**config.mk**
```make
export PLATFORM = sky130hd
export DESIGN_NAME = tsf_blend
export DESIGN_NICKNAME = d
export VERILOG_FILES = /design/src/rtl/tsf_pkg.sv /design/src/rtl/tsf_blend.sv
export SDC_FILE = /design/constraint.sdc
export NUM_CORES = 1
export LEC_CHECK = 0
export BUFFER_PORTS_ARGS = -buffer_cell sky130_fd_sc_hd__clkbuf_2
export CORE_AREA = 2 2 183 185
export DETAILED_ROUTE_END_ITERATION = 8
export DIE_AREA = 0 0 185 187
export MAX_ROUTING_LAYER = met4
export PLACE_DENSITY = 0.74
export SLEW_MARGIN = 20
export SYNTH_ARGS = -nofsm -noshare
export SYNTH_HDL_FRONTEND = slang
export SYNTH_SLANG_ARGS = --single-unit
export TNS_END_PERCENT = 20
```
**constraint.sdc**
```tcl
create_clock -name vclk -period 22.3
set_input_delay 2.23 -clock vclk [all_inputs]
set_output_delay 2.23 -clock vclk [all_outputs]
set_load 0.01 [all_outputs]
```
**src/rtl/tsf_pkg.sv**
```systemverilog
`timescale 1ns / 1ps
// ============================================================================
// tsf_pkg
// Shared types, constants and helpers of the scanline triangle fill block.
// ============================================================================
package tsf_pkg;

  // Frame store geometry.
  localparam int FB_WIDTH   = 64;
  localparam int FB_HEIGHT  = 64;
  localparam int CHANNELS   = 3;
  localparam int COL_W      = $clog2(FB_WIDTH);
  localparam int ROW_W      = $clog2(FB_HEIGHT);
  localparam int ADDR_W     = COL_W + ROW_W;
  localparam int CH_W       = 8;
  localparam int PIX_W      = CHANNELS * CH_W;

  // Arithmetic widths.
  localparam int CRD_W      = 12;   // vertex coordinate
  localparam int FRAC_W     = 16;   // fraction bits of edge positions
  localparam int SLOPE_W    = 29;   // signed slope, Q12.16 plus sign
  localparam int QMAG_W     = 28;   // magnitude of a slope quotient
  localparam int POS_W      = 34;   // signed edge position accumulator
  localparam int YW         = 13;   // row counter, one past the coordinate range
  localparam int CLIP_W     = 6;
  localparam int CNT_W      = $clog2(QMAG_W);

  // Configuration port.
  localparam int CFG_IDX_W  = 3;
  localparam int CFG_DATA_W = 8;

  localparam logic [CH_W-1:0] ALPHA_OPAQUE = 8'd255;
  localparam logic [FRAC_W-1:0] HALF_Q16   = 16'h8000;

  typedef enum logic [CFG_IDX_W-1:0] {
    REG_FILL_CHAN0 = 3'd0,
    REG_FILL_CHAN1 = 3'd1,
    REG_FILL_CHAN2 = 3'd2,
    REG_FILL_ALPHA = 3'd3,
    REG_CLIP_MIN_X = 3'd4,
    REG_CLIP_MAX_X = 3'd5,
    REG_CLIP_MIN_Y = 3'd6,
    REG_CLIP_MAX_Y = 3'd7
  } cfg_reg_t;

  typedef enum logic {
    OP_DRAW = 1'b0,
    OP_READ = 1'b1
  } op_t;

  typedef enum logic {
    KIND_DONE  = 1'b0,
    KIND_PIXEL = 1'b1
  } kind_t;

  typedef struct packed {
    logic                    operation;
    logic signed [CRD_W-1:0] first_x;
    logic signed [CRD_W-1:0] first_y;
    logic signed [CRD_W-1:0] second_x;
    logic signed [CRD_W-1:0] second_y;
    logic signed [CRD_W-1:0] third_x;
    logic signed [CRD_W-1:0] third_y;
    logic [5:0]              read_col;
    logic [5:0]              read_row;
  } in_item_t;

  typedef struct packed {
    logic            kind;
    logic [CH_W-1:0] pixel_chan0;
    logic [CH_W-1:0] pixel_chan1;
    logic [CH_W-1:0] pixel_chan2;
    logic [CH_W-1:0] pixel_chan3;
  } out_item_t;

  typedef enum logic [3:0] {
    ST_CLEAR,
    ST_IDLE,
    ST_RD_REQ,
    ST_RD_DATA,
    ST_SORT,
    ST_DIV_START,
    ST_DIV_WAIT,
    ST_INIT,
    ST_ROW,
    ST_PIX_RD,
    ST_PIX_WR,
    ST_DONE
  } state_t;

  // Divider request and response.
  typedef struct packed {
    logic                      start;
    logic signed [SLOPE_W-1:0] dividend;
    logic [CRD_W-1:0]          divisor;
  } div_req_t;

  typedef struct packed {
    logic                      done;
    logic signed [SLOPE_W-1:0] quotient;
  } div_rsp_t;

  // Frame store access.
  typedef struct packed {
    logic              we;
    logic [ADDR_W-1:0] waddr;
    logic [PIX_W-1:0]  wdata;
    logic [ADDR_W-1:0] raddr;
  } mem_req_t;

  // Integer coordinate to a signed Q.16 edge position.
  function automatic logic signed [POS_W-1:0] coord_to_pos(logic signed [CRD_W-1:0] c);
    coord_to_pos = $signed({{(POS_W-CRD_W-FRAC_W){c[CRD_W-1]}}, c, {FRAC_W{1'b0}}});
  endfunction

  // Slope widened to the accumulator width.
  function automatic logic signed [POS_W-1:0] slope_to_pos(logic signed [SLOPE_W-1:0] s);
    slope_to_pos = $signed({{(POS_W-SLOPE_W){s[SLOPE_W-1]}}, s});
  endfunction

endpackage

```
**src/rtl/tsf_blend.sv**
```systemverilog
`timescale 1ns / 1ps
// ============================================================================
// tsf_blend
// Per-channel alpha blend of the fill color over a stored pixel.
// ============================================================================
module tsf_blend (
  input  logic [tsf_pkg::PIX_W-1:0] pix_in,
  input  logic [tsf_pkg::PIX_W-1:0] fill,
  input  logic [tsf_pkg::CH_W-1:0]  alpha,
  output logic [tsf_pkg::PIX_W-1:0] pix_out
);
  import tsf_pkg::*;

  logic [CH_W-1:0] inv_alpha;

  assign inv_alpha = ALPHA_OPAQUE - alpha;

  // Each channel: (c*a + t*(255-a)) / 255, the division done as
  // (s + 1 + (s >> 8)) >> 8, which is exact for a 16-bit sum.
  always_comb begin
    logic [2*CH_W:0] sum;
    logic [2*CH_W:0] q;
    pix_out = '0;
    for (int ch = 0; ch < CHANNELS; ch++) begin
      sum = (2*CH_W+1)'(fill[ch*CH_W +: CH_W]) * (2*CH_W+1)'(alpha)
          + (2*CH_W+1)'(pix_in[ch*CH_W +: CH_W]) * (2*CH_W+1)'(inv_alpha);
      q   = sum + (2*CH_W+1)'(1) + (sum >> CH_W);
      if (alpha == ALPHA_OPAQUE) begin
        pix_out[ch*CH_W +: CH_W] = fill[ch*CH_W +: CH_W];
      end else begin
        pix_out[ch*CH_W +: CH_W] = q[2*CH_W-1:CH_W];
      end
    end
  end

endmodule

```
**Word-level counts from Yosys, hierarchy flattened**

Index checks and enable logic that the tools add are counted.

- Input port bits: 56
- Output and inout bits: 24
- Word-level logic and storage cells: 20
- Bits in registers: 0

- Add/subtract/negate cells: 10
- Eq/ne operators: 1
- Multipliers: 6
- Multiplexer cells: 3

Operators with widths:

| kind | number |
|---|---|
| $mul A8 B8 Y16 | 6 |
| $add A16 B16 Y17 | 3 |
| $add A16 B1 Y16 const B | 3 |
| $add A16 B9 Y16 | 3 |
| $mux W8 | 3 |
| $eq A8 B8 Y1 const B | 1 |
| $sub A8 B8 Y8 const A | 1 |

**Longest topological paths before layout**

Gate-level depths: netlist of the first run.

- Word-level depth: 6
- Mapped depth: 32

**Worst setup path before layout of the first run**

No wires, ideal clock.

- Kind: input port to output port
- Start point: input port alpha[1] (netlist bit)
- End point: output port pix_out[7] (netlist bit)
- Stages on the path: 28
- Arrival: 9.330 ns
- Buffers on the path: 2
- Slack: 10.740 ns
- Data required time: 20.070 ns
- Cell sequence: clkbuf_1 -> clkbuf_1 -> nand2_1 -> fa_1 -> fa_1 -> inv_1 -> fa_1 -> fa_1 -> fa_1 -> inv_1 -> fa_1 -> inv_1 -> ha_1 -> a2111oi_0 -> o21ai_1 -> nand3_2 -> inv_1 -> a211o_1 -> a2111o_1 -> nand3_1 -> ha_1 -> nand2_1 -> a2111oi_0 -> nand4_1 -> a31oi_1 -> nand4_1 -> xor2_1 -> o21ai_0

- Word-level cells in the longest chain between the ends: 6
- Elaborated cells on any way between the ends: 8

RTL lines:

| element | line | source |
|---|---|---|
| start, declared | tsf_blend.sv:9 | `input logic [tsf_pkg::CH_W-1:0] alpha,` |
| $sub A8 B8 Y8 | tsf_blend.sv:16 | `assign inv_alpha = ALPHA_OPAQUE - alpha;` |
| $mul A8 B8 Y16 | tsf_blend.sv:26 | `+ (2*CH_W+1)'(pix_in[ch*CH_W +: CH_W]) * (2*CH_W+1)'(inv_alpha);` |
| $add A16 B16 Y17 | tsf_blend.sv:26 |  |
| $add A16 B1 Y16 | tsf_blend.sv:27 | `q = sum + (2*CH_W+1)'(1) + (sum >> CH_W);` |
| $add A16 B9 Y16 | tsf_blend.sv:27 |  |
| $mux W8 * | tsf_blend.sv:28 | `if (alpha == ALPHA_OPAQUE) begin` |
| end, declared | tsf_blend.sv:10 | `output logic [tsf_pkg::PIX_W-1:0] pix_out` |

Mark *: on every way between the ends. The rest lies on a longest branch, timed or not.

**Final worst setup path of the first run**

Ends and elaborated chain as after synthesis.

==> metrics.yaml, run 1 <==
status: "finished, final reports clean"
path_class: "primary input to primary output"
cp_common_cell: "fa_1"
syn_inst: 1834
die_x_um: 185
io_pins: 80
drv_cap: 0
wire_per_inst_um: 15.5
yosysUniqueCellTypes: 75
setup_tns_ps: 0
seq_cell_count: 0
synth_largest_area_cell: "fa_1"
first_pass_iters: 5
fillers: 3144
grt_pass1_vias: 12700
holdBufCountCts: 0
grt_util_all_layers_pct: 22.1
start_kind: "primary input"
drt_iter0_markers: 641
layout.nets: 2427
rsz0062_at_grt: "no"
clock.fmax_mhz: 79.8
maxSlewViolCount: 0
vias: 11900
core_mm2: 0.0329
final_cell_mix: "inv_1 (455), fa_1 (291), ha_1 (216)"
layout_commonest_cell: "inv_1"
min_to: "pix_out[19]"
fp.dieH_um: 187
ff_latch_area_um2: 0
drt-total-wl_um: 35800
grt_max_degree: 50
postLayoutCoreUtil_pct: 49.6
gp_congestion: 0.887
crit_slowest_cell: "buf_2"
hold_violations: 0
setup.worst_path.end_class: "primary output"
syn_avg_cell_area_um2: 8.45
die_area_mm2: 0.0346
setup_viol: 0
relSlewSlack_pct: 33.4
cp_max_fo: 49
whs_path_depth: 4
grt_pass1_wl_um: 60900
finalCritPeriodShare_pct: 56.2
pre_cts_ws_ps: 9740
nClkBuffers: 0
synth_area_leaders: "fa_1 (38%), ha_1 (17%), inv_1 (11%)"
antenna_found_initial: 2
drive_gt1_share_pct: 6.55
tightestPinTransition_ps: 999
required_ps: 20070
area_delta_synth_final_pct: 5.13
syn_area_mm2: 0.0155
dpl.hpwl_um: 28800
cpPeakStageDelay_ps: 740
crit_arrival_ps: 10300
synth_top_cell_area_share_pct: 37.6
start_util_pct: 47.1
cts_resized: 0
portBuffers: 80
holdWs_ps: 4930
hold_start: "fill[19]"
period_needed_ps: 12530
overflow: 0
worst_slack_ps: 9770
drcViolationCount: 0
ys_warn_count: 0
min_path_type: "primary input to primary output"
ys_seq_area_share_pct: 0
rows: 67
postCtsSetupRepairBufs: 0
drt.antenna.violating_nets: 0
routed_via_density: 5.13
-- layer usage --
layer,share of wire [%],global-route usage [%]
met4,1.5,3.48
met1,44,29.4
met3,3.4,0.798
met5,0,-
met2,51,38.4
-- Yosys cell counts, types with 3 or more instances --
library cell,count
nand2b_1,62
o21ai_1,8
xnor2_1,33
or3_1,4
buf_1,9
xor2_1,13
a2111oi_0,4
mux2i_1,7
and2_1,114
nand2_1,125
nand4_1,8
and3_1,4
nor2b_1,146
fa_1,291
ha_1,216
a211oi_1,11
inv_1,455
o21ai_0,35
o31ai_4,3
nor2_1,51
a21o_1,21
and3b_1,3
a211o_1,3
or4_1,3
a21oi_1,34
nand3_1,14
o21ai_2,3
nor3_1,22
o21bai_1,4
a2111o_1,6
o211ai_1,6
clkbuf_1,51
a31oi_1,4
o21a_1,8
-- cell families (layout without fill, tap and decap cells) --
| logic type | Yosys count | after routing | synth area share, % |
|---|---|---|---|
| adders and majority gates | 507 | 507 | 55.1 |
| buffers and inverters | 517 | 543 | 12.6 |
| muxes | 9 | 9 | 0.598 |
| xor gates and xnor gates | 47 | 47 | 2.71 |
| AOI/OAI and AO/OA | 175 | 175 | 8.37 |
| and+or+nand+nor | 578 | 578 | 20.7 |
| other | 1 | 5 | 0.0242 |
-- stage by stage --
step | instance area (um2) | instances
floorplan | 15500 | 1836
global placement | 16300 | 2310
detailed placement | 16300 | 2310
CTS | 16300 | 2310
global route | 16300 | 2312
finish | 16300 | 2312
-- layout make-up --
type,instances,area (um2),share of cell area [%]
Tap cell,448,561,3.44
Antenna cell,2,5.00,0.0307
Inverter,455,1710,10.5
Multi-Input combinational cell,1319,13600,83.2
Timing Repair Buffer,88,460,2.83
-- worst max-delay path by stage --
stage          slack, ps    endpoint     start
2_1_floorplan      10740  pix_out[7]  alpha[1]
3_3_place_gp        9850  pix_out[7]  alpha[1]
3_5_place_dp        9740  pix_out[7]  alpha[1]
4_1_cts             9710  pix_out[7]  alpha[1]
5_1_grt             9160  pix_out[7]  alpha[1]
6_report            9770  pix_out[7]  alpha[1]
-- critical path: cells and delay by family --
kind,cells,cell delay [ps]
adder cells (fa/ha/maj),8,3760
AND/OR/NAND/NOR,4,780
buffers and inverters,5,1040
XOR/XNOR,2,270
AO/OA/AOI/OAI,11,2180
Power of run 1 is not shown: default switching activity piles up to over one toggle a cycle in this logic, so the estimate is an artifact.
==> run 2, diff against run 1 <==
Settings changed: PLACE_DENSITY 0.74 to 0.77.
Clock period 22.3 ns to 11 ns, I/O delays scaled along.
==> run 2 against run 1 <==
Effect of this change: sequential cell count stayed put; global-route usage is 0.073 points lower; sequential share of layout area unchanged; die area unchanged; critical endpoint unchanged; largest cell class unchanged.
==> metrics.yaml, run 2 (same netlist as run 1, synthesis figures left out) <==
status: "finished, final reports clean"
cpPeakStageDelay_ps: 520  # -220 ps
whs_path_depth: 4  # unchanged
drt.antenna.violating_nets: 0  # unchanged
grt_pass1_vias: 12900  # +2.2%
nClkBuffers: 0  # unchanged
worst_slack_ps: 1050  # -8720 ps
routed_via_density: 5.17  # +0.85%
die_area_mm2: 0.0346  # unchanged
multi_input_area_mm2: 0.0136  # unchanged
seq_cell_count: 0  # unchanged
grt_pass1_wl_um: 60800  # -0.25%
min_to: "pix_out[17]"
first_pass_iters: 5  # unchanged
final_cell_mix: "inv_1 (455), fa_1 (291), ha_1 (216)"
start_util_pct: 47.1  # unchanged
dpl.hpwl_um: 29700  # +3.2%
core_mm2: 0.0329  # unchanged
ff_latch_area_um2: 0  # unchanged
cp_common_cell: "fa_1"
cp.buffers_inverters: 7  # +2
hold_start: "fill[17]"
fillers: 3157  # +0.41%
hold_violations: 0  # unchanged
clock.fmax_mhz: 101
finalCritPeriodShare_pct: 90.5
setup_viol: 0  # unchanged
layout.nets: 2429  # +0.082%
path_class: "primary input to primary output"
io_pins: 80  # unchanged
period_needed_ps: 9950
wire_per_inst_um: 15.4  # -0.69%
setup.worst_path.end_class: "primary output"
pre_cts_ws_ps: 1120  # -8610 ps
grt_util_all_layers_pct: 22.1  # -0.073 points
cp_max_fo: 30  # -39%
drt-total-wl_um: 35600  # -0.52%
start_kind: "primary input"
crit_slowest_cell: "fa_1"
postCtsSetupRepairBufs: 0  # unchanged
min_path_type: "primary input to primary output"
tightestPinTransition_ps: 774  # -225 ps
overflow: 0  # unchanged
antenna_found_initial: 4  # +2
portBuffers: 80  # unchanged
cts_resized: 0  # unchanged
drive_gt1_share_pct: 6.65  # +0.10 points
area_delta_synth_final_pct: 5.26
drt_iter0_markers: 633  # -1.2%
maxSlewViolCount: 0  # unchanged
crit_arrival_ps: 8850  # -1450 ps
gp_congestion: 0.923  # +4.0%
relSlewSlack_pct: 48.4  # +15 points
vias: 12000  # +1.0%
rsz0062_at_grt: "no"
layout_commonest_cell: "inv_1"
die_x_um: 185  # unchanged
setup_tns_ps: 0  # unchanged
path_delay_family: "adder cells"
holdBufCountCts: 0  # unchanged
drv_cap: 0  # unchanged
rows: 67  # unchanged
fp.dieH_um: 187  # unchanged
grt_max_degree: 34  # -32%
required_ps: 9900  # -10170 ps
drcViolationCount: 0  # unchanged
## run 2: cell count changes in the layout (fill, tap and decap cells not counted)
| cell | previous run | this run |
|---|---|---|
| buf_2 | 1 | 0 |
| buf_4 | 8 | 10 |
| clkbuf_2 | 79 | 80 |
| diode_2 | 2 | 4 |
## run 2: worst min-delay path: stages
cell and delay, ps:
clkbuf_2 180, nand2_1 90, o31ai_1 70, clkbuf_2 130
## run 2: worst max-delay path by stage
stage                         from    endpoint  slack [ps]  cells after the start
final                     alpha[5]  pix_out[7]        1050                     29
after global routing      alpha[5]  pix_out[5]         580                     32
after CTS                 alpha[7]  pix_out[7]        1080                     30
after detailed placement  alpha[7]  pix_out[7]        1120                     30
after global placement    alpha[5]  pix_out[7]        1160                     30
after floorplan           alpha[1]  pix_out[7]        1700                     28
## run 2: stage by stage
step	hold slack [ps]	util (%)	area [um2]	cells
2_1_floorplan	2320	-	15500	1836
3_3_place_gp	2650	49.6	16300	2312
5_1_grt	2700	49.6	16300	2316
4_1_cts	2660	49.6	16300	2312
6_report	2660	49.6	16300	2316
3_5_place_dp	2650	49.6	16300	2312
## run 2: layout make-up
class | instances | area share, %
repair buffers | 90 | 2.92
inverters | 455 | 10.5
diodes | 4 | 0.0614
well taps | 448 | 3.44
multi-input cells | 1319 | 83.1
## run 2: routing by layer
| metal | up-vias | share of wire, % | global-route usage [%] |
|---|---|---|---|
| li1 | 5658 | - | - |
| met1 | 5992 | 43 | 28.4 |
| met2 | 288 | 51 | 38.6 |
| met3 | 47 | 4.2 | 1.09 |
| met4 | 0 | 1.9 | 4.58 |
| met5 | - | 0 | - |
Power of run 2 is left out for the same reason.
