**config.mk**
```make
export PLATFORM = sky130hd
export DESIGN_NAME = tsf_div
export DESIGN_NICKNAME = d
export VERILOG_FILES = /design/src/rtl/tsf_pkg.sv /design/src/rtl/tsf_div.sv
export SDC_FILE = /design/constraint.sdc
export NUM_CORES = 1
export LEC_CHECK = 0
export BUFFER_PORTS_ARGS = -buffer_cell sky130_fd_sc_hd__buf_4
export CAP_MARGIN = 40
export CORE_ASPECT_RATIO = 0.75
export CORE_UTILIZATION = 63
export CTS_BUF_LIST = sky130_fd_sc_hd__clkbuf_8
export DETAILED_ROUTE_END_ITERATION = 10
export PLACE_DENSITY = 0.95
export SLEW_MARGIN = 15
export SYNTH_ARGS = -nofsm -noshare
export SYNTH_HDL_FRONTEND = slang
export SYNTH_SLANG_ARGS = --single-unit
```
**constraint.sdc**
```tcl
create_clock -name clk -period 5.38 [get_ports clk]
set_input_delay 1.076 -clock clk [delete_from_list [all_inputs] [get_ports clk]]
set_output_delay 1.076 -clock clk [all_outputs]
set_load 0.1 [all_outputs]
```
**src/rtl/tsf_pkg.sv**
```systemverilog
`timescale 1ns / 1ps
// ============================================================================
// tsf_pkg
// Shared types, constants and helpers of the scanline triangle fill block.
// ============================================================================
package tsf_pkg;

  // Frame store geometry.
  localparam int FB_WIDTH   = 64;
  localparam int FB_HEIGHT  = 64;
  localparam int CHANNELS   = 3;
  localparam int COL_W      = $clog2(FB_WIDTH);
  localparam int ROW_W      = $clog2(FB_HEIGHT);
  localparam int ADDR_W     = COL_W + ROW_W;
  localparam int CH_W       = 8;
  localparam int PIX_W      = CHANNELS * CH_W;

  // Arithmetic widths.
  localparam int CRD_W      = 12;   // vertex coordinate
  localparam int FRAC_W     = 16;   // fraction bits of edge positions
  localparam int SLOPE_W    = 29;   // signed slope, Q12.16 plus sign
  localparam int QMAG_W     = 28;   // magnitude of a slope quotient
  localparam int POS_W      = 34;   // signed edge position accumulator
  localparam int YW         = 13;   // row counter, one past the coordinate range
  localparam int CLIP_W     = 6;
  localparam int CNT_W      = $clog2(QMAG_W);

  // Configuration port.
  localparam int CFG_IDX_W  = 3;
  localparam int CFG_DATA_W = 8;

  localparam logic [CH_W-1:0] ALPHA_OPAQUE = 8'd255;
  localparam logic [FRAC_W-1:0] HALF_Q16   = 16'h8000;

  typedef enum logic [CFG_IDX_W-1:0] {
    REG_FILL_CHAN0 = 3'd0,
    REG_FILL_CHAN1 = 3'd1,
    REG_FILL_CHAN2 = 3'd2,
    REG_FILL_ALPHA = 3'd3,
    REG_CLIP_MIN_X = 3'd4,
    REG_CLIP_MAX_X = 3'd5,
    REG_CLIP_MIN_Y = 3'd6,
    REG_CLIP_MAX_Y = 3'd7
  } cfg_reg_t;

  typedef enum logic {
    OP_DRAW = 1'b0,
    OP_READ = 1'b1
  } op_t;

  typedef enum logic {
    KIND_DONE  = 1'b0,
    KIND_PIXEL = 1'b1
  } kind_t;

  typedef struct packed {
    logic                    operation;
    logic signed [CRD_W-1:0] first_x;
    logic signed [CRD_W-1:0] first_y;
    logic signed [CRD_W-1:0] second_x;
    logic signed [CRD_W-1:0] second_y;
    logic signed [CRD_W-1:0] third_x;
    logic signed [CRD_W-1:0] third_y;
    logic [5:0]              read_col;
    logic [5:0]              read_row;
  } in_item_t;

  typedef struct packed {
    logic            kind;
    logic [CH_W-1:0] pixel_chan0;
    logic [CH_W-1:0] pixel_chan1;
    logic [CH_W-1:0] pixel_chan2;
    logic [CH_W-1:0] pixel_chan3;
  } out_item_t;

  typedef enum logic [3:0] {
    ST_CLEAR,
    ST_IDLE,
    ST_RD_REQ,
    ST_RD_DATA,
    ST_SORT,
    ST_DIV_START,
    ST_DIV_WAIT,
    ST_INIT,
    ST_ROW,
    ST_PIX_RD,
    ST_PIX_WR,
    ST_DONE
  } state_t;

  // Divider request and response.
  typedef struct packed {
    logic                      start;
    logic signed [SLOPE_W-1:0] dividend;
    logic [CRD_W-1:0]          divisor;
  } div_req_t;

  typedef struct packed {
    logic                      done;
    logic signed [SLOPE_W-1:0] quotient;
  } div_rsp_t;

  // Frame store access.
  typedef struct packed {
    logic              we;
    logic [ADDR_W-1:0] waddr;
    logic [PIX_W-1:0]  wdata;
    logic [ADDR_W-1:0] raddr;
  } mem_req_t;

  // Integer coordinate to a signed Q.16 edge position.
  function automatic logic signed [POS_W-1:0] coord_to_pos(logic signed [CRD_W-1:0] c);
    coord_to_pos = $signed({{(POS_W-CRD_W-FRAC_W){c[CRD_W-1]}}, c, {FRAC_W{1'b0}}});
  endfunction

  // Slope widened to the accumulator width.
  function automatic logic signed [POS_W-1:0] slope_to_pos(logic signed [SLOPE_W-1:0] s);
    slope_to_pos = $signed({{(POS_W-SLOPE_W){s[SLOPE_W-1]}}, s});
  endfunction

endpackage

```
**src/rtl/tsf_div.sv**
```systemverilog
`timescale 1ns / 1ps
// ============================================================================
// tsf_div
// Iterative signed divider for edge slopes, one quotient bit per cycle.
// ============================================================================
module tsf_div (
  input  logic              clk,
  input  logic              rst_n,
  input  tsf_pkg::div_req_t req,
  output tsf_pkg::div_rsp_t rsp
);
  import tsf_pkg::*;

  logic                run_r, run_nxt;
  logic                done_r, done_nxt;
  logic [CNT_W-1:0]    cnt_r, cnt_nxt;
  logic [CRD_W-1:0]    rem_r, rem_nxt;
  logic [QMAG_W-1:0]   quo_r, quo_nxt;
  logic [CRD_W-1:0]    den_r, den_nxt;
  logic                neg_r, neg_nxt;
  logic [SLOPE_W-1:0]  mag;
  logic [CRD_W+1:0]    trial;

  // Magnitude of the dividend and one restoring subtract step.
  assign mag   = req.dividend[SLOPE_W-1] ? SLOPE_W'(-req.dividend) : req.dividend;
  assign trial = {1'b0, rem_r, quo_r[QMAG_W-1]} - {2'b00, den_r};

  always_comb begin
    run_nxt  = run_r;
    done_nxt = 1'b0;
    cnt_nxt  = cnt_r;
    rem_nxt  = rem_r;
    quo_nxt  = quo_r;
    den_nxt  = den_r;
    neg_nxt  = neg_r;
    if (req.start) begin
      run_nxt = 1'b1;
      cnt_nxt = CNT_W'(QMAG_W - 1);
      rem_nxt = '0;
      quo_nxt = mag[QMAG_W-1:0];
      den_nxt = req.divisor;
      neg_nxt = req.dividend[SLOPE_W-1];
    end else if (run_r) begin
      if (trial[CRD_W+1]) begin
        rem_nxt = {rem_r[CRD_W-2:0], quo_r[QMAG_W-1]};
        quo_nxt = {quo_r[QMAG_W-2:0], 1'b0};
      end else begin
        rem_nxt = trial[CRD_W-1:0];
        quo_nxt = {quo_r[QMAG_W-2:0], 1'b1};
      end
      cnt_nxt = cnt_r - CNT_W'(1);
      if (cnt_r == '0) begin
        run_nxt  = 1'b0;
        done_nxt = 1'b1;
      end
    end
  end

  // Control state.
  always_ff @(posedge clk) begin
    if (!rst_n) begin
      run_r  <= 1'b0;
      done_r <= 1'b0;
    end else begin
      run_r  <= run_nxt;
      done_r <= done_nxt;
    end
  end

  // Datapath.
  always_ff @(posedge clk) begin
    cnt_r <= cnt_nxt;
    rem_r <= rem_nxt;
    quo_r <= quo_nxt;
    den_r <= den_nxt;
    neg_r <= neg_nxt;
  end

  // Quotient truncates toward zero: negate the magnitude for a negative dividend.
  assign rsp.done     = done_r;
  assign rsp.quotient = neg_r ? -$signed({1'b0, quo_r}) : $signed({1'b0, quo_r});

endmodule

```
* After elaboration in Yosys (flattened, before gate mapping)
Cells that the tools add are included.
** Storage, ports and cells
- Word-level logic and storage cells :: 26
- Memories kept :: 0
- Bits in read-only memories :: 0
- Input port bits :: 44
- Bits in writable memories :: 0
- Latch bits :: 0
- Register bits :: 60
- Output and inout port bits :: 30
** Cells by class
- Reductions and logical operators :: 3
- Add/subtract/negate cells :: 4
- Multiplexer cells :: 10
- Divide/modulo/power cells :: 0
- Magnitude comparators :: 0
- Bitwise operators :: 2
- Shifts and indexed selects :: 0
- Equal/unequal tests :: 0
- Multipliers :: 0
** Operators by type and width (number)
- $mux 28 :: 3
- $mux 29 :: 1
- $neg 28->29 :: 1
- $neg 28->28 :: 1
- $sub 13x12->14 :: 1
- $mux 12 :: 1
- $logic_not 5->1 :: 1
- $mux 1 :: 5
- $sub 5x1->5 const B :: 1
- $reduce_or 3->1 :: 1
- $not 1->1 :: 2
- $reduce_bool 2->1 :: 1

* Logic depth before layout (Yosys ltp)
Gate-level depths: netlist (run 1).
- Depth in word-level cells :: 4
- Gate-level depth with buffers :: 11
- Mapped depth without buffers :: 9

* Worst setup path after synthesis (run 1)
No wires, ideal clock.
- Kind :: register to output
- Start point :: reg quo_r[22]
- End point :: out rsp[27] (netlist bit)
- Stages on the path, launching flop included :: 6
- Path slack :: 1208 ps
- Data required time :: 4304 ps
- Path buffers :: 0
- Arrival time :: 3096 ps
- Cell sequence :: edfxtp_1 or3_1 or4_1 o31ai_1 nand2_1 xnor2_1
** RTL lines
- start: declaration :: line tsf_div.sv:18 : logic [QMAG_W-1:0] quo_r, quo_nxt;
- start signal: assignment :: line tsf_div.sv:74 : quo_r <= quo_nxt;
- end: declaration :: line tsf_div.sv:10 : output tsf_pkg::div_rsp_t rsp

==> impl_metrics.yaml, run 1 <==
setup_path:
  critPathTopFamily: "simple AND/OR/NAND/NOR gates"
  cp-start-kind: "register"
  cp_max_fo: 4
  crit_top_cell: "or3_1"
  reg2regPathDepth: 7
  r2r_start: "rem_r[5]$_SDFFE_PP0P_"
  cp-startpoint: "quo_r[11]$_DFFE_PP_"
  arrival_ns: 3.14
  worstSetupPathType: "register to output pin"
  cp_num_buf_inv: 2
  cp.required_ns: 4.30
  cp-end-kind: "output pin"
  max_stage_delay_ns: 0.73
  worstPathCellList: "nor4_1, inv_1, or3_1, or3_1, a21oi_1, xnor2_1, buf_4"
  slowest_stage: "nor4_1"
  path_depth: 7
routing:
  vias: 3739
  totalWireLength_um: 10700
  routed_via_density: 6.26
  antenna_left: 0
  drt_iter0_markers: 445
  route.detailed.drc: 0
  drt-wirelength-per-cell_um: 17.9
  dr.pass1.iters: 5
synthesis:
  post_synth_num_cell_types: 48
  synth_top_flop_cell: "edfxtp_1"
  async_reset_ff_frac: 0
  synthCells: 448
  synth-edff-count: 41
  synth_area_leader_cell: "edfxtp_1"
  yosysSeqAreaShare: 0.396
  yosys_warnings: 0
  synthTopCellsByArea: "edfxtp_1 (30%), dfxtp_1 (9.3%), xnor2_1 (6.9%)"
  synth-seq-cells: 60
  synth_top_area_frac: 0.302
  syn_nets: 509
  avgSynthCellArea_um2: 9.09
  synthesis.area_um2: 4070
floorplan:
  io_pins: 74
  die_w_um: 94.8
  fp.coreArea_um2: 6010
  rows: 24
  start_util: 0.678
  dieHeight_um: 71.6
  die_area_um2: 6790
global_route:
  grt_max_degree: 79
  globalRouteTotalUtil: 0.328
  grt-ovfl-total: 0
  grt_pass1_vias: 3578
  antenna_found_initial: 0
  grt_pass1_wl_um: 16800
clock_network:
  root_buffer: "clkbuf_8"
  cts_resized: 0
  postCtsSetupBuffers: 0
  cts_sinks: 60
  clkSlewWorstSetupHoldPaths_ns: 0.07
  tritoncts: "done"
  worstSkewPairLatency_ns: 0.36
  numCtsBuffers: 9
  cts_hold_buffers: 0
  clock_path_buffers: 2
  cts_max_level: 3
power_and_ir_drop:
  p_int_uw: 921
  p_sw_uw: 707
  p_per_area_nw_per_um2: 336
  vdd_drop_max_v: 0.000205
  seq_power_share: 0.364
  switching_share: 0.434
  p_comb_frac: 0.387
  p_leak_uw: 0.00199
  p_clk_frac: 0.249
sta:
  skew_ns: 0.00621
  setup_viol: 0
  hold_slack_ns: 0.493
  maxSlewViolCount: 0
  fin_crit_sh: 0.784
  hold_viol: 0
  slew-limit-headroom: 0.413
  post-route-min-period_ns: 4.22
  tns_ns: 0
  max_freq_mhz: 237
  tightest_slew_ns: 0.881
  rsz0062_at_grt: "false"
flow_run:
  cap_violations: 0
layout:
  final_cells: 597
  antenna_cells: 0
  final_common_cell: "buf_4"
  fill_cells: 371
  drive_gt1_frac: 0.198
  final_cell_mix: "buf_4 (74), nor2_1 (47), nand2_1 (44)"
  areaGrowthSynthToFinish_pct: 19.0
  nNetsFinal: 575
hold_path:
  min-delay-start: "rem_r[10]$_SDFFE_PP0P_"
  hp-class: "register to register"
  hold-path-cell-count: 2
placed_design:
  port_buffers: 73
  gp_congestion: 0.889
  hpwl_um: 7400
  dp_cells: 581
outcome:
  outcome: "finished, final reports clean"
-- layout make-up --
type / count / area [µm²] / area share
Clock buffer: 9 / 124 / 0.0256
Timing Repair Buffer: 75 / 571 / 0.118
Multi-Input combinational cell: 345 / 2290 / 0.472
Sequential cell: 60 / 1610 / 0.333
Inverter: 23 / 86.3 / 0.0178
Tap cell: 78 / 97.6 / 0.0201
Clock inverter: 7 / 67.6 / 0.0139
-- flip-flops by register name, summed over array words and instances, names as in the netlist --
register / cells
cnt_r: 5
den_r: 12
done_r: 1
neg_r: 1
quo_r: 28
rem_r: 12
run_r: 1
-- routing by layer --
metal,vias to the layer above,global-route usage,part of all wire
met3,48,0.0924,0.096
met2,233,0.537,0.48
met1,1727,0.410,0.39
li1,1731,-,-
met4,0,0.131,0.029
met5,-,0,0
-- path summary, 6_finish.rpt --
kind | to | slack (ns)
worst min-delay path | rem_r[10]$_SDFFE_PP0P_ | 0.49
worst max-delay path | rsp[17] | 1.16
worst min register to register | rem_r[10]$_SDFFE_PP0P_ | 0.49
worst max register to register | rem_r[1]$_SDFFE_PP0P_ | 2.60
-- metrics by stage --
step           power, µW   util  setup WS [ns]  area, µm²
4_1_cts             1620  0.807           1.29       4850
6_report            1630  0.807           1.16       4850
3_5_place_dp        1220  0.775           1.82       4650
5_1_grt             1680  0.807           1.12       4850
2_1_floorplan       1070      -           1.21       4070
3_3_place_gp        1200  0.773           1.94       4640
-- power by group through the flow --
stage | Combinational (µW) | Clock [µW] | Sequential, µW
after floorplan | 491 | 0 | 580
after global routing | 655 | 427 | 598
after detailed placement | 620 | 0 | 599
after CTS | 626 | 406 | 590
after global placement | 604 | 0 | 595
final | 630 | 405 | 593
-- cells in the mapped netlist, types with 4 or more instances --
master / count
nor3_1: 7
dfxtp_1: 19
mux2i_1: 8
o21ai_0: 26
inv_1: 23
edfxtp_1: 41
or3_1: 9
a21oi_1: 38
nand2_1: 44
o31ai_1: 17
nand2b_1: 10
clkbuf_1: 16
o41ai_1: 5
ha_1: 16
nand3_1: 4
nor4_1: 5
xor2_1: 29
mux2_2: 5
nor2_1: 47
xnor2_1: 32
-- cells by family (layout without fill, tap and decap cells) --
family / after synthesis / in the layout / share of synthesized area
compound gates: 109 / 109 / 0.171
xor+xnor: 61 / 61 / 0.131
fa+ha+maj: 17 / 17 / 0.0541
buf+inv: 43 / 114 / 0.0421
flops: 60 / 60 / 0.396
mux: 13 / 13 / 0.0335
simple gates: 145 / 145 / 0.173
-- tightest hold or removal path: cells and delay by family (launching register included) --
kind            cells  cell delay, ns
compound gates      1            0.06
simple gates        1            0.06
flops               1            0.33
Power figures use the tool's default switching activity.
==> run 2, diff against run 1 <==
CORE_UTILIZATION = 58   (was 63)
PLACE_DENSITY = 0.92   (was 0.95)
clock period = 3.99 ns   (was 5.38 ns; I/O delays follow)
==> run 2 against run 1 <==
  * Power increased by 39%
  * Wire length decreased by 3.6%
  * Non-clock buffer count increased by 2
  * Clock skew increased by 0.0025 ns
  * Clock-buffer cell count increased by 1
  * Register-to-register slack got worse by 1.4 ns
  * Hold slack improved by 0.0032 ns
  * Highest routed layer unchanged
==> impl_metrics.yaml, run 2 (synthesis results as in run 1) <==
layout:
  finalCoreUtilization: 0.722
  drive_gt1_frac: 0.202
  final_common_cell: "buf_4"
  top_regs: "quo_r: 28 flops, den_r: 12 flops, rem_r: 12 flops"
  top_register: "quo_r"
  areaGrowthSynthToFinish_pct: 20.5
  antenna_cells: 0
  final_cell_mix: "buf_4 (76), nor2_1 (47), nand2_1 (44)"
  nNetsFinal: 577
  final-seq-area_um2: 1610
  largest_reg_flops: 28
  multi_input_area_um2: 2290
  fill_cells: 461
floorplan:
  fp.coreArea_um2: 6800
  rows: 26
  io_pins: 74
  die_w_um: 98.7
  start_util: 0.599
  dieHeight_um: 74.6
  die_area_um2: 7360
setup_path:
  worstSetupPathType: "register to output pin"
  max_stage_delay_ns: 0.49
  cp-start-kind: "register"
  cp.required_ns: 3.19
  arrival_ns: 2.87
  cp_num_buf_inv: 1
  critPathTopFamily: "simple AND/OR/NAND/NOR gates"
  worstPathCellList: "nor4_1, nand4_1, or3_1, o31ai_1, xnor2_1, buf_4"
  cp-end-kind: "output pin"
  slowest_stage: "edfxtp_1"
  reg2regPathDepth: 8
  cp_max_fo: 5
  path_depth: 6
global_route:
  grt_max_degree: 79
  grt_pass1_wl_um: 15600
  antenna_found_initial: 0
  grt_pass1_vias: 3379
  globalRouteTotalUtil: 0.278
  grt-ovfl-total: 0
hold_path:
  hp-class: "register to register"
  hold-path-cell-count: 2
sta:
  skew_ns: 0.00871
  slew-limit-headroom: 0.416
  rsz0062_at_grt: "false"
  post-route-min-period_ns: 3.67
  max_freq_mhz: 272
  maxSlewViolCount: 0
  fin_crit_sh: 0.920
  hold_viol: 0
  tightest_slew_ns: 0.877
  tns_ns: 0
  setup_viol: 0
clock_network:
  postCtsSetupBuffers: 0
  cts_sinks: 60
  cts_resized: 0
  tritoncts: "done"
  numCtsBuffers: 9
  clkSlewWorstSetupHoldPaths_ns: 0.07
  root_buffer: "clkbuf_8"
  cts_hold_buffers: 0
  worstSkewPairLatency_ns: 0.34
  clock_path_buffers: 2
  cts_max_level: 3
placed_design:
  port_buffers: 73
  gp_congestion: 0.874
  hpwl_um: 7230
routing:
  totalWireLength_um: 10300
  drt_iter0_markers: 290
  vias: 3719
  route.detailed.drc: 0
  drt-wirelength-per-cell_um: 17.1
  dr.pass1.iters: 6
  routed_via_density: 6.15
  antenna_left: 0
outcome:
  outcome: "finished, final reports clean"
power_and_ir_drop:
  vdd_drop_max_v: 0.000250
  p_leak_uw: 0.00203
  p_per_area_nw_per_um2: 461
flow_run:
  cap_violations: 0
run 2: path summary, 6_finish.rpt:
path	start	endpoint	slack [ns]
max	quo_r[10]$_DFFE_PP_	rsp[24]	0.32
min	rem_r[2]$_SDFFE_PP0P_	rem_r[2]$_SDFFE_PP0P_	0.50
max reg2reg	den_r[6]$_DFFE_PP_	rem_r[1]$_SDFFE_PP0P_	1.18
min reg2reg	rem_r[2]$_SDFFE_PP0P_	rem_r[2]$_SDFFE_PP0P_	0.50
run 2: power breakdown:
part	total, µW	internal, µW	leakage [µW]	switching, µW
Clock	609	363	0.000117	246
Combinational	854	231	0.00136	623
Sequential	796	730	0.000558	66.2
Total	2260	1320	0.00203	935
run 2: layout make-up:
type | instances | area share
multi-input cells | 345 | 0.466
clock buffers | 10 | 0.0281
well taps | 84 | 0.0214
flip-flops and latches | 60 | 0.328
repair buffers | 77 | 0.122
clock inverters | 6 | 0.0161
inverters | 23 | 0.0176
run 2: per-stage QoR:
| step | instance area, µm² | setup slack [ns] | power (µW) | hold WS, ns | cells |
|---|---|---|---|---|---|
| floorplan | 4070 | 0.0958 | 1440 | 0.453 | 448 |
| global placement | 4660 | 0.916 | 1620 | 0.472 | 588 |
| detailed placement | 4690 | 0.796 | 1650 | 0.480 | 589 |
| CTS | 4910 | 0.431 | 2250 | 0.501 | 605 |
| global route | 4910 | 0.220 | 2330 | 0.532 | 605 |
| finish | 4910 | 0.318 | 2260 | 0.496 | 605 |
run 2: per-layer routing:
layer,global-route usage,part of all wire
met1,0.345,0.41
met2,0.457,0.47
met3,0.0780,0.089
met4,0.133,0.031
met5,0,0
run 2: tightest hold or removal path: stages, from the launching register on:
cell and delay (ns):
dfxtp_1 0.33, nand2_1 0.05, o21ai_0 0.06
